`src/design/irpd_pkg.sv`:
```
// Package for the IR pulse decoder with threshold alarm.
// Holds the register indexes, reset values, key codes and the key-entry status type.
// No dependencies.
`timescale 1ns / 1ps

package irpd_pkg;

  localparam int unsigned CodeWidth   = 32;
  localparam int unsigned IntvlWidth  = 16;
  localparam int unsigned TempWidth   = 8;
  localparam int unsigned BitCntWidth = 6;
  localparam int unsigned NumDigits   = 10;
  localparam int unsigned NumSlots    = 3;

  // Configuration register indexes
  localparam logic [1:0] CFG_FRAME_GAP = 2'd0;
  localparam logic [1:0] CFG_ONE_MIN   = 2'd1;
  localparam logic [1:0] CFG_ZERO_MIN  = 2'd2;

  localparam logic [IntvlWidth-1:0] FRAME_GAP_RST = 16'd8000;
  localparam logic [IntvlWidth-1:0] ONE_MIN_RST   = 16'd1700;
  localparam logic [IntvlWidth-1:0] ZERO_MIN_RST  = 16'd1000;

  localparam logic [TempWidth-1:0] THRESHOLD_RST = 8'd100;

  localparam logic [CodeWidth-1:0] KEY_ARM    = 32'd16736925;
  localparam logic [CodeWidth-1:0] KEY_COMMIT = 32'd16748655;

  localparam logic [CodeWidth-1:0] DIGIT_KEYS [NumDigits] = '{
    32'd16738455, 32'd16724175, 32'd16718055, 32'd16743045, 32'd16716015,
    32'd16726215, 32'd16734885, 32'd16728765, 32'd16730805, 32'd16732845
  };

  typedef struct packed {
    logic                 armed;
    logic [1:0]           digit_count;
    logic [TempWidth-1:0] threshold;
  } irpd_key_status_t;

endpackage

```
`src/design/irpd_key_entry.sv`:
```
// Key-entry machine: arm key, up to three digits, commit into the alarm threshold.
// Depends on irpd_pkg for key codes and the status struct.
`timescale 1ns / 1ps

module irpd_key_entry import irpd_pkg::*; (
  input  logic                 clk_i,
  input  logic                 rst_ni,
  input  logic                 code_en_i,
  input  logic [CodeWidth-1:0] code_i,
  output irpd_key_status_t     status_o,
  output logic                 updated_o
);

  logic                 armed_q, armed_d;
  logic [1:0]           digit_count_q, digit_count_d;
  logic [3:0]           slots_q [NumSlots];
  logic [3:0]           slots_d [NumSlots];
  logic [TempWidth-1:0] threshold_q, threshold_d;

  logic       digit_hit;
  logic [3:0] digit_val;
  logic [10:0] commit_sum;

  always_comb begin
    digit_hit = 1'b0;
    digit_val = 4'd0;
    for (int i = 0; i < NumDigits; i++) begin
      if (code_i == DIGIT_KEYS[i]) begin
        digit_hit = 1'b1;
        digit_val = 4'(i);
      end
    end
  end

  assign commit_sum = 11'(slots_q[0]) * 11'd100 + 11'(slots_q[1]) * 11'd10
                    + 11'(slots_q[2]);

  always_comb begin
    armed_d       = armed_q;
    digit_count_d = digit_count_q;
    slots_d       = slots_q;
    threshold_d   = threshold_q;
    updated_o     = 1'b0;
    if (code_en_i) begin
      if (code_i == KEY_ARM) begin
        armed_d = 1'b1;
      end else if (code_i == KEY_COMMIT) begin
        if (armed_q) begin
          // saturate the three-digit value to the 8-bit threshold
          threshold_d = (commit_sum > 11'd255) ? 8'd255 : commit_sum[TempWidth-1:0];
          updated_o   = 1'b1;
        end
        armed_d       = 1'b0;
        digit_count_d = 2'd0;
      end else if (digit_hit && armed_q && (digit_count_q < 2'(NumSlots))) begin
        slots_d[digit_count_q] = digit_val;
        digit_count_d          = digit_count_q + 2'd1;
      end
    end
  end

  always_ff @(posedge clk_i or negedge rst_ni) begin
    if (!rst_ni) begin
      armed_q       <= 1'b0;
      digit_count_q <= 2'd0;
      slots_q[0]    <= 4'd1;
      slots_q[1]    <= 4'd0;
      slots_q[2]    <= 4'd0;
      threshold_q   <= THRESHOLD_RST;
    end else begin
      armed_q       <= armed_d;
      digit_count_q <= digit_count_d;
      slots_q       <= slots_d;
      threshold_q   <= threshold_d;
    end
  end

  assign status_o.armed       = armed_q;
  assign status_o.digit_count = digit_count_q;
  assign status_o.threshold   = threshold_q;

endmodule

```
`src/design/ir_pulse_decoder_threshold_alarm_top.sv`:
```
// A word is held in the input register, then moves on into the result register.
// Throughput: one word per cycle unless out_stall_i holds the result register; edge decode,
// key entry and the temperature compare all finish in the single step from input register to result register.
// Reset (rst_ni low, asynchronous): empty pipeline, code and bit count cleared,
// threshold 100, digit slots 1,0,0, alarm clear, timing registers at 8000/1700/1000 us.
// Depends on irpd_pkg and irpd_key_entry.
`timescale 1ns / 1ps

module ir_pulse_decoder_threshold_alarm_top import irpd_pkg::*; (
  input  logic                  clk_i,
  input  logic                  rst_ni,
  // configuration write channel
  input  logic                  cfg_valid_i,
  output logic                  cfg_ready_o,
  input  logic [1:0]            cfg_index_i,
  input  logic [IntvlWidth-1:0] cfg_data_i,
  // input channel
  input  logic                  in_valid_i,
  output logic                  in_stall_o,
  input  logic                  cmd_i,
  input  logic [IntvlWidth-1:0] edge_interval_us_i,
  input  logic [TempWidth-1:0]  temperature_i,
  // result channel
  output logic                  out_valid_o,
  input  logic                  out_stall_i,
  output logic                  frame_valid_o,
  output logic [CodeWidth-1:0]  key_code_o,
  output logic                  entry_armed_o,
  output logic [1:0]            digits_entered_o,
  output logic [TempWidth-1:0]  alarm_threshold_o,
  output logic                  threshold_updated_o,
  output logic                  alarm_o
);

  logic [IntvlWidth-1:0] frame_gap_q, one_min_q, zero_min_q;

  logic                  in_vld_q;
  logic                  in_cmd_q;
  logic [IntvlWidth-1:0] in_intvl_q;
  logic [TempWidth-1:0]  in_temp_q;

  logic [CodeWidth-1:0]   code_shift_q, code_shift_d;
  logic [BitCntWidth-1:0] bit_count_q, bit_count_d;
  logic [CodeWidth-1:0]   last_code_q, last_code_d;
  logic                   alarm_q, alarm_d;

  logic out_vld_q;
  logic frame_valid_q, frame_valid_d;
  logic updated_q;

  logic             advance;
  logic             load_in;
  logic             code_en;
  logic             key_updated;
  irpd_key_status_t key_status;

  assign cfg_ready_o = 1'b1;

  always_ff @(posedge clk_i or negedge rst_ni) begin
    if (!rst_ni) begin
      frame_gap_q <= FRAME_GAP_RST;
      one_min_q   <= ONE_MIN_RST;
      zero_min_q  <= ZERO_MIN_RST;
    end else if (cfg_valid_i && cfg_ready_o) begin
      case (cfg_index_i)
        CFG_FRAME_GAP: frame_gap_q <= cfg_data_i;
        CFG_ONE_MIN:   one_min_q   <= cfg_data_i;
        CFG_ZERO_MIN:  zero_min_q  <= cfg_data_i;
        default: ;
      endcase
    end
  end

  // move a word to the result register whenever that register is free or drains
  assign advance    = in_vld_q && (!out_vld_q || !out_stall_i);
  assign load_in    = !in_vld_q || advance;
  assign in_stall_o = !load_in;

  always_ff @(posedge clk_i or negedge rst_ni) begin
    if (!rst_ni) begin
      in_vld_q <= 1'b0;
    end else if (load_in) begin
      in_vld_q <= in_valid_i;
    end
  end

  always_ff @(posedge clk_i) begin
    if (load_in && in_valid_i) begin
      in_cmd_q   <= cmd_i;
      in_intvl_q <= edge_interval_us_i;
      in_temp_q  <= temperature_i;
    end
  end

  always_comb begin
    code_shift_d  = code_shift_q;
    bit_count_d   = bit_count_q;
    last_code_d   = last_code_q;
    alarm_d       = alarm_q;
    frame_valid_d = 1'b0;
    code_en       = 1'b0;
    if (advance) begin
      if (!in_cmd_q) begin
        if (in_intvl_q > frame_gap_q) begin
          code_shift_d = '0;
          bit_count_d  = '0;
        end else if (in_intvl_q > one_min_q) begin
          // MSB first: bit position is 31 - count
          code_shift_d[~bit_count_q[4:0]] = 1'b1;
          bit_count_d = bit_count_q + 6'd1;
        end else if (in_intvl_q > zero_min_q) begin
          code_shift_d[~bit_count_q[4:0]] = 1'b0;
          bit_count_d = bit_count_q + 6'd1;
        end
        if (bit_count_d[5]) begin
          bit_count_d = '0;
          if ((~code_shift_d[7:0]) == code_shift_d[15:8]) begin
            last_code_d   = code_shift_d;
            frame_valid_d = 1'b1;
            code_en       = 1'b1;
          end
        end
      end else begin
        alarm_d = in_temp_q > key_status.threshold;
      end
    end
  end

  irpd_key_entry u_key_entry (
    .clk_i     (clk_i),
    .rst_ni    (rst_ni),
    .code_en_i (code_en),
    .code_i    (code_shift_d),
    .status_o  (key_status),
    .updated_o (key_updated)
  );

  always_ff @(posedge clk_i or negedge rst_ni) begin
    if (!rst_ni) begin
      code_shift_q  <= '0;
      bit_count_q   <= '0;
      last_code_q   <= '0;
      alarm_q       <= 1'b0;
      out_vld_q     <= 1'b0;
      frame_valid_q <= 1'b0;
      updated_q     <= 1'b0;
    end else begin
      code_shift_q <= code_shift_d;
      bit_count_q  <= bit_count_d;
      last_code_q  <= last_code_d;
      alarm_q      <= alarm_d;
      if (advance) begin
        out_vld_q     <= 1'b1;
        frame_valid_q <= frame_valid_d;
        updated_q     <= key_updated;
      end else if (!out_stall_i) begin
        out_vld_q <= 1'b0;
      end
    end
  end

  // state changes only when a result is loaded, so it doubles as the held payload
  assign out_valid_o         = out_vld_q;
  assign frame_valid_o       = frame_valid_q;
  assign key_code_o          = last_code_q;
  assign entry_armed_o       = key_status.armed;
  assign digits_entered_o    = key_status.digit_count;
  assign alarm_threshold_o   = key_status.threshold;
  assign threshold_updated_o = updated_q;
  assign alarm_o             = alarm_q;

`ifndef SYNTHESIS
  a_frame_check : assert property (@(posedge clk_i) disable iff (!rst_ni)
    out_vld_q && frame_valid_q |-> (~last_code_q[7:0]) == last_code_q[15:8])
    else $error("accepted code fails the inverse byte check");

  a_commit_clears : assert property (@(posedge clk_i) disable iff (!rst_ni)
    out_vld_q && updated_q |-> !key_status.armed && key_status.digit_count == 2'd0)
    else $error("commit left entry armed or digits pending");

  a_update_needs_frame : assert property (@(posedge clk_i) disable iff (!rst_ni)
    out_vld_q && updated_q |-> frame_valid_q)
    else $error("threshold update without an accepted code");

  a_temp_keeps_code : assert property (@(posedge clk_i) disable iff (!rst_ni)
    advance && in_cmd_q |=> $stable(last_code_q) && $stable(bit_count_q))
    else $error("temperature word disturbed the IR decoder state");

  a_bit_count_range : assert property (@(posedge clk_i) disable iff (!rst_ni)
    advance |=> !bit_count_q[5])
    else $error("bit count passed 31 after a word");
`endif

endmodule
```
`config.mk`:
```
export PLATFORM = sky130hd
export DESIGN_NAME = ir_pulse_decoder_threshold_alarm_top
export DESIGN_NICKNAME = d
export VERILOG_FILES = /design/src/design/irpd_pkg.sv /design/src/design/irpd_key_entry.sv /design/src/design/ir_pulse_decoder_threshold_alarm_top.sv
export SDC_FILE = /design/constraint.sdc
export NUM_CORES = 1
export LEC_CHECK = 0
export ABC_CLOCK_PERIOD_IN_PS = 7200
export BUFFER_PORTS_ARGS = -buffer_cell sky130_fd_sc_hd__buf_2
export CORE_ASPECT_RATIO = 0.9
export CORE_UTILIZATION = 56
export DETAILED_ROUTE_END_ITERATION = 6
export PLACE_DENSITY_LB_ADDON = 0.25
export SYNTH_ARGS = -nofsm -noshare
export SYNTH_HDL_FRONTEND = slang
export SYNTH_SLANG_ARGS = --single-unit
```
`constraint.sdc`:
```
create_clock -name clk_i -period 7.2 [get_ports clk_i]
set_input_delay 0 -clock clk_i [delete_from_list [all_inputs] [get_ports clk_i]]
set_output_delay 0 -clock clk_i [all_outputs]
set_load 0.02 [all_outputs]
```
* After elaboration in Yosys (flattened, before gate mapping)
Index checks and enable logic that the tools add are counted.
Operators by class: equal/unequal tests 17, bitwise logic cells 9, multiply operators 2, $add $sub $neg 4, mux-type cells 52, reductions and logical operators 26, order comparisons 10
Operator list (count):
- == test 32 x 24 -> 1 bit (second input constant) | 12
- 2-to-1 mux 32 bit | 7
- greater-than comparator 16 bit | 3
- AND 32 bit | 1
- inverter 32 bit | 1
- bitwise OR 32 bit | 1
- 2-to-1 mux 6 bit | 5
- 2-to-1 mux 1 bit | 24
- bitwise mux 12 bit | 1
- 2-to-1 mux 3 bit | 4
- 2-to-1 mux 4 bit | 3
- AND reduction 2 bit | 6
- AND reduction 4 bit | 3
- adder 11 x 4 -> 11 bit | 1
- adder 11 x 8 -> 11 bit | 1
- greater-than comparator 11 x 8 -> 1 bit (second input constant) | 1
- multiplier 4 x 5 -> 9 bit (second input constant) | 1
- demux 4 bit (select 2 bit) | 1
- == test 8 bit | 1
- greater-than comparator 8 bit | 1
- 2-to-1 mux 2 bit | 4
- 2-to-1 mux 8 bit | 1
- inverter 8 bit | 1
- multiplier 4 x 3 -> 7 bit (second input constant) | 1
- 22 further kinds | 35
Word-level totals: register bits 171, word-level logic and storage cells 141

* Logic depth before layout (Yosys ltp)
depth in word-level cells 29, depth in mapped cells 18, depth with buffers taken out 17

* By module
A second synthesis with hierarchy kept.
Unflattened totals: cell total of the unflattened synthesis 1033, area total of the unflattened synthesis 10148.5 um^2
By module, submodules not included:
- ir_pulse_decoder_threshold_alarm_top | instances 1, sequential area each 3824.9 um^2, area each 7867.5 um^2, cells each 782
- irpd_key_entry | instances 1, sequential area each 580.6 um^2, area each 2280.9 um^2, cells each 251

* Worst setup path before layout
No wires, ideal clock.
path type reg-to-reg, from register zero_min_q[9], to register u_key_entry.threshold_q[0], cell stages (with the launch flop) 17, setup time 125 ps, data arrival time 3855 ps, slack 3219 ps, clock period less this slack 3981 ps, cell sequence dfstp_2 -> inv_1 -> ha_1 -> nand4_1 -> nor4_4 -> and4_1 -> buf_2 -> buf_4 -> buf_4 -> o31ai_1 -> o21ai_0 -> and2_1 -> a2111oi_2 -> nand4_2 -> a31o_2 -> nor3_4 -> mux2_4
On the way: longest elaborated chain between the ends 13
RTL lines:
- start, declared | line ir_pulse_decoder_threshold_alarm_top.sv:35 | logic [IntvlWidth-1:0] frame_gap_q, one_min_q, zero_min_q;
- start signal, assigned | line ir_pulse_decoder_threshold_alarm_top.sv:68 | CFG_ZERO_MIN: zero_min_q <= cfg_data_i;
- greater-than comparator 16 bit * | line ir_pulse_decoder_threshold_alarm_top.sv:111 | end else if (in_intvl_q > zero_min_q) begin
- 2-to-1 mux 32 bit | line ir_pulse_decoder_threshold_alarm_top.sv:111
- 2-to-1 mux 32 bit | line ir_pulse_decoder_threshold_alarm_top.sv:107 | end else if (in_intvl_q > one_min_q) begin
- 2-to-1 mux 32 bit | line ir_pulse_decoder_threshold_alarm_top.sv:104 | if (in_intvl_q > frame_gap_q) begin
- 2-to-1 mux 32 bit | line ir_pulse_decoder_threshold_alarm_top.sv:103 | if (!in_cmd_q) begin
- 2-to-1 mux 32 bit | line ir_pulse_decoder_threshold_alarm_top.sv:102 | if (advance) begin
- inverter 8 bit | line ir_pulse_decoder_threshold_alarm_top.sv:117 | if ((~code_shift_d[7:0]) == code_shift_d[15:8]) begin
- == test 8 bit | line ir_pulse_decoder_threshold_alarm_top.sv:117
- 2-to-1 mux 1 bit | line ir_pulse_decoder_threshold_alarm_top.sv:117
- 2-to-1 mux 1 bit | line ir_pulse_decoder_threshold_alarm_top.sv:115 | if (bit_count_d[5]) begin
- 2-to-1 mux 1 bit | line ir_pulse_decoder_threshold_alarm_top.sv:103
- 2-to-1 mux 1 bit | line ir_pulse_decoder_threshold_alarm_top.sv:102
- AND reduction 4 bit (no source line) *
- end signal, assigned | line irpd_key_entry.sv:74 | threshold_q <= threshold_d;
- end, declared | line irpd_key_entry.sv:18 | logic [TempWidth-1:0] threshold_q, threshold_d;
Every way passes the cells marked *; elsewhere a longest branch is shown, timed or not. The select of a mux whose other input is x is not followed. A chain may end at the register's enable or synchronous reset.

* Final worst setup path
from register frame_gap_q[9], to register u_key_entry.threshold_q[7]
RTL lines:
- start, declared | line ir_pulse_decoder_threshold_alarm_top.sv:35
- start signal, assigned | line ir_pulse_decoder_threshold_alarm_top.sv:66 | CFG_FRAME_GAP: frame_gap_q <= cfg_data_i;
- greater-than comparator 16 bit * | line ir_pulse_decoder_threshold_alarm_top.sv:104
- 2-to-1 mux 32 bit * | line ir_pulse_decoder_threshold_alarm_top.sv:104
- 2-to-1 mux 32 bit * | line ir_pulse_decoder_threshold_alarm_top.sv:103
- 2-to-1 mux 32 bit * | line ir_pulse_decoder_threshold_alarm_top.sv:102
- 2-to-1 mux 32 bit * | line ir_pulse_decoder_threshold_alarm_top.sv:103
- 2-to-1 mux 32 bit * | line ir_pulse_decoder_threshold_alarm_top.sv:102
- net code_shift_d[20] | line ir_pulse_decoder_threshold_alarm_top.sv:42 | logic [CodeWidth-1:0] code_shift_q, code_shift_d;
- == test 32 x 24 -> 1 bit | line irpd_key_entry.sv:45 | if (code_i == KEY_ARM) begin
- inverter 1 bit (no source line)
- AND reduction 4 bit (no source line) *
The timed path passes the listed nets; every way through them passes the cells marked *. The select of a mux whose other input is x is not followed.

==> impl_metrics.csv <==
group,metric,value,unit
yosys,synth_most_common_cell,"sky130_fd_sc_hd__nand2_1",
min_path,worstHoldPathCells,5,
clocking,cts_buffers,17,
grt,grt_start_max_net_pins,93,
grt,number_of_global_route_vias_before_repair,8916,
outcome,status,"complete, no violations",
floorplanning,starting_utilization_of_the_core_area,57.6,%
yosys,synthesized_cell_area,10600,sq um
power_and_ir_drop,power.density,251,nW/um^2
yosys,synth_nets,1249,
place,detailed_place_hpwl,18700,um
yosys,ys_async_sr_fraction,85.3,%
clocking,tritoncts,"yes",
floorplanning,floorplan.die.height,133,um
drt,drt_wl_total,27400,um
sta,rsz_0062_raised_after_global_routing,"no",
yosys,post-synth-top-area-fraction,29.2,%
clocking,worstSkewPairLatency,440,ps
yosys,synth_ff_type,"sky130_fd_sc_hd__dfrtp_1",
finish,area_occupied_by_multi_input_gates,5690,sq um
setup_path,critical_path.max_fanout,41,
floorplanning,floorplan.core_area,18500,sq um
drt,detail_route.drc_violations,0,
setup_path,startpoint_type,"flip-flop",
setup_path,crit_end_element,"flip-flop",
setup_path,reg2reg_setup_slack,1770,ps
setup_path,r2r-end,"u_key_entry.threshold_q[7]$_DFFE_PN0P_",
place,postPlaceCellArea,11300,sq um
yosys,flops_latches_synth,170,
yosys,ys_top_cells_by_area,"sky130_fd_sc_hd__dfrtp_1 29%, sky130_fd_sc_hd__ha_1 10%, sky130_fd_sc_hd__edfxtp_1 7.1%, sky130_fd_sc_hd__o21ai_0 5.5%, sky130_fd_sc_hd__nand2_1 5.4%",
drt,detailroute.via_count,9005,
job,maxCapViolCount,0,
drt,drt-vias-per-instance,6.08,
sta,worst_slew_pin_slew,1060,ps
setup_path,worst_ep_required_time,7520,ps
grt,grt_pass1_wl,45200,um
power_and_ir_drop,irDropWorstVdd,213,uV
power_and_ir_drop,cellLeakagePower,5.58,nW
place,place.port_buffers,95,
finish,antenna_cells,0,
clocking,cts-htree-levels,4,
finish,fill_cell_instance_count_of_the_final_layout,1479,
min_path,min_path_type,"in -> reg",
min_path,worst_hold_path.endpoint,"frame_gap_q[9]$_DFFE_PN1P_",
finish,finish.cell_count_without_fillers,1481,
finish,finalInstanceArea,12300,sq um
yosys,syn_area_per_cell,9.60,sq um
drt,detail_route.first_pass.iterations,6,
clocking,clock-root-buffer,"sky130_fd_sc_hd__clkbuf_16",
yosys,synth.top_cells.by_count,"154 x sky130_fd_sc_hd__nand2_1, 124 x sky130_fd_sc_hd__dfrtp_1, 116 x sky130_fd_sc_hd__o21ai_0, 89 x sky130_fd_sc_hd__ha_1, 84 x sky130_fd_sc_hd__inv_1",
place,place.detailed.instances,1404,
sta,max_slew_headroom,29.1,%
yosys,yosys_warnings,0,
grt,gr-total-overflow,0,
sta,fin_worst_skew,9.52,ps
min_path,holdCritStartpoint,"cfg_index_i[0]",
clocking,clock_sink_count,170,
yosys,portion_of_the_post_synthesis_area_used_by_sequential_elements,41.4,%
sta,period_needed,5430,ps
sta,clock.fmax,0.184,GHz
floorplanning,placementRows,47,
yosys,synthDominantAreaCellType,"sky130_fd_sc_hd__dfrtp_1",
setup_path,worst-r2r-cell-count,15,
yosys,netlist_instances,1107,
sta,timing.final.max_slew_violations,0,
yosys,yosysUniqueCellTypes,86,
sta,final-setup-viol-count,0,
drt,wire_per_inst,18.5,um
setup_path,critical_path.reg2reg.startpoint,"frame_gap_q[9]$_DFFE_PN1P_",
floorplanning,die_width,147,um
sta,whs,125,ps
finish,finalNetCount,1365,
sta,finalCritPeriodShare,75.4,%
finish,drive_gt1_share,19.3,%
clocking,clk_path_buf_depth,2,
setup_path,crit_type,"reg -> reg",
finish,flow.area_growth_from_synthesis,15.8,%
finish,area.sequential,4410,sq um
grt,grt_antenna_before_repair,0,
sta,setup_tns,0,ps
clocking,ctsResizeCount,0,
drt,ant_nets,0,
place,gp_congestion,0.925,
yosys,synth_edf_count,25,
power_and_ir_drop,total_power,3.09,mW
setup_path,cp_data_arrival_time,5740,ps
drt,detailedRoute.firstIterationViolations,769,
floorplanning,boundaryPins,97,
grt,grtUsageTotal,29.1,%
clocking,post-cts-setup-buffers,0,
clocking,clk_transition_reported_paths,70,ps
floorplanning,floorplan.die_area,19500,sq um
sta,hold_viol_final,0,
==> cells by family (layout without fill, tap and decap cells) <==
logic type,after synthesis,in the layout,share of synthesized area (%)
AND/OR/NAND/NOR,328,328,15.8
AO/OA/AOI/OAI,299,299,18.1
flip-flops,170,170,41.4
buffers and inverters,139,268,5.33
adder cells (fa/ha/maj),94,94,11.4
multiplexers,62,62,6.74
XOR/XNOR,14,14,1.15
other,1,1,0.0353
==> timing repair <==
| action | in CTS | in global routing |
|---|---|---|
| hold endpoints to repair | 165 | 0 |
| hold buffers | 45 | 0 |
| endpoints found under the setup margin | 0 | 0 |
==> metal layers <==
metal  part of all wire, %  GRT usage, %  wire length [um]  vias up
met4                   2.6          10.8               714        0
li1                      -             -                 -     4228
met2                    47          46.6             12900      384
met1                    44          39.1             12000     4325
met5                     0             0                 0        -
met3                   6.6          6.10              1820       68
==> cells in the final DEF (no fill, tap or decap), types with 17 or more instances in the layout <==
cell type / n
sky130_fd_sc_hd__buf_2: 94
sky130_fd_sc_hd__clkbuf_16: 17
sky130_fd_sc_hd__mux2_2: 47
sky130_fd_sc_hd__ha_1: 89
sky130_fd_sc_hd__nand2_1: 154
sky130_fd_sc_hd__dfrtp_1: 124
sky130_fd_sc_hd__dlygate4sd3_1: 45
sky130_fd_sc_hd__inv_1: 84
sky130_fd_sc_hd__nand3_1: 34
sky130_fd_sc_hd__a21oi_1: 51
sky130_fd_sc_hd__nor2_1: 31
sky130_fd_sc_hd__nand4_1: 17
sky130_fd_sc_hd__nor2b_1: 19
sky130_fd_sc_hd__edfxtp_1: 25
sky130_fd_sc_hd__dfstp_2: 21
sky130_fd_sc_hd__o21ai_0: 116
==> power breakdown <==
group / switching, mW / internal, mW
clock: 0.405 / 0.513
sequential: 0.111 / 1.11
combinational: 0.607 / 0.344
==> sequential cells by signal, indices dropped and copies added (netlist names), 12 cells and up <==
| signal | flops |
|---|---|
| one_min_q | 16 |
| u_key_entry.slots_q | 12 |
| in_intvl_q | 16 |
| code_shift_q | 32 |
| key_code_o | 32 |
| zero_min_q | 16 |
| frame_gap_q | 16 |
==> area by class of cell <==
class	count	share of cell area [%]
clock buffer	18	3.49
clock inverter	14	1.18
inverter	84	2.56
multi-input combinational	798	46.2
sequential	170	35.8
tap	245	2.49
timing repair buffer	152	8.30
==> through the flow <==
step	worst slack (ps)	utilization [%]
2_1_floorplan	3220	-
3_3_place_gp	2000	61.1
3_5_place_dp	1860	61.1
4_1_cts	1820	66.7
5_1_grt	1470	66.7
6_report	1770	66.7
==> worst max-delay path, stage by stage (launching register included) <==
cell	delay, ps
sky130_fd_sc_hd__dfstp_2	520
sky130_fd_sc_hd__inv_1	50
sky130_fd_sc_hd__ha_1	310
sky130_fd_sc_hd__nand4_1	180
sky130_fd_sc_hd__nor2_1	60
sky130_fd_sc_hd__a21o_1	190
sky130_fd_sc_hd__o31ai_4	620
sky130_fd_sc_hd__buf_4	500
sky130_fd_sc_hd__nand3_2	400
sky130_fd_sc_hd__nor2_1	190
sky130_fd_sc_hd__a311o_1	140
sky130_fd_sc_hd__or4b_4	490
sky130_fd_sc_hd__nor4_4	610
sky130_fd_sc_hd__nand3_4	210
sky130_fd_sc_hd__nor3_4	480
sky130_fd_sc_hd__mux2_4	350
==> worst max-delay path by stage <==
stage                                 from                                     end  slack, ps  depth (start not counted)
4_1_cts         frame_gap_q[6]$_DFFE_PN1P_  u_key_entry.threshold_q[7]$_DFFE_PN0P_       1820                         15
6_report        frame_gap_q[9]$_DFFE_PN1P_  u_key_entry.threshold_q[7]$_DFFE_PN0P_       1770                         15
3_3_place_gp   frame_gap_q[11]$_DFFE_PN1P_  u_key_entry.threshold_q[7]$_DFFE_PN0P_       2000                         15
2_1_floorplan    zero_min_q[9]$_DFFE_PN1P_  u_key_entry.threshold_q[0]$_DFFE_PN0P_       3220                         16
3_5_place_dp   frame_gap_q[11]$_DFFE_PN1P_  u_key_entry.threshold_q[0]$_DFFE_PN0P_       1860                         15
5_1_grt         frame_gap_q[9]$_DFFE_PN1P_  u_key_entry.threshold_q[7]$_DFFE_PN0P_       1470                         15
Note: power is estimated with default switching activity, not from simulation.
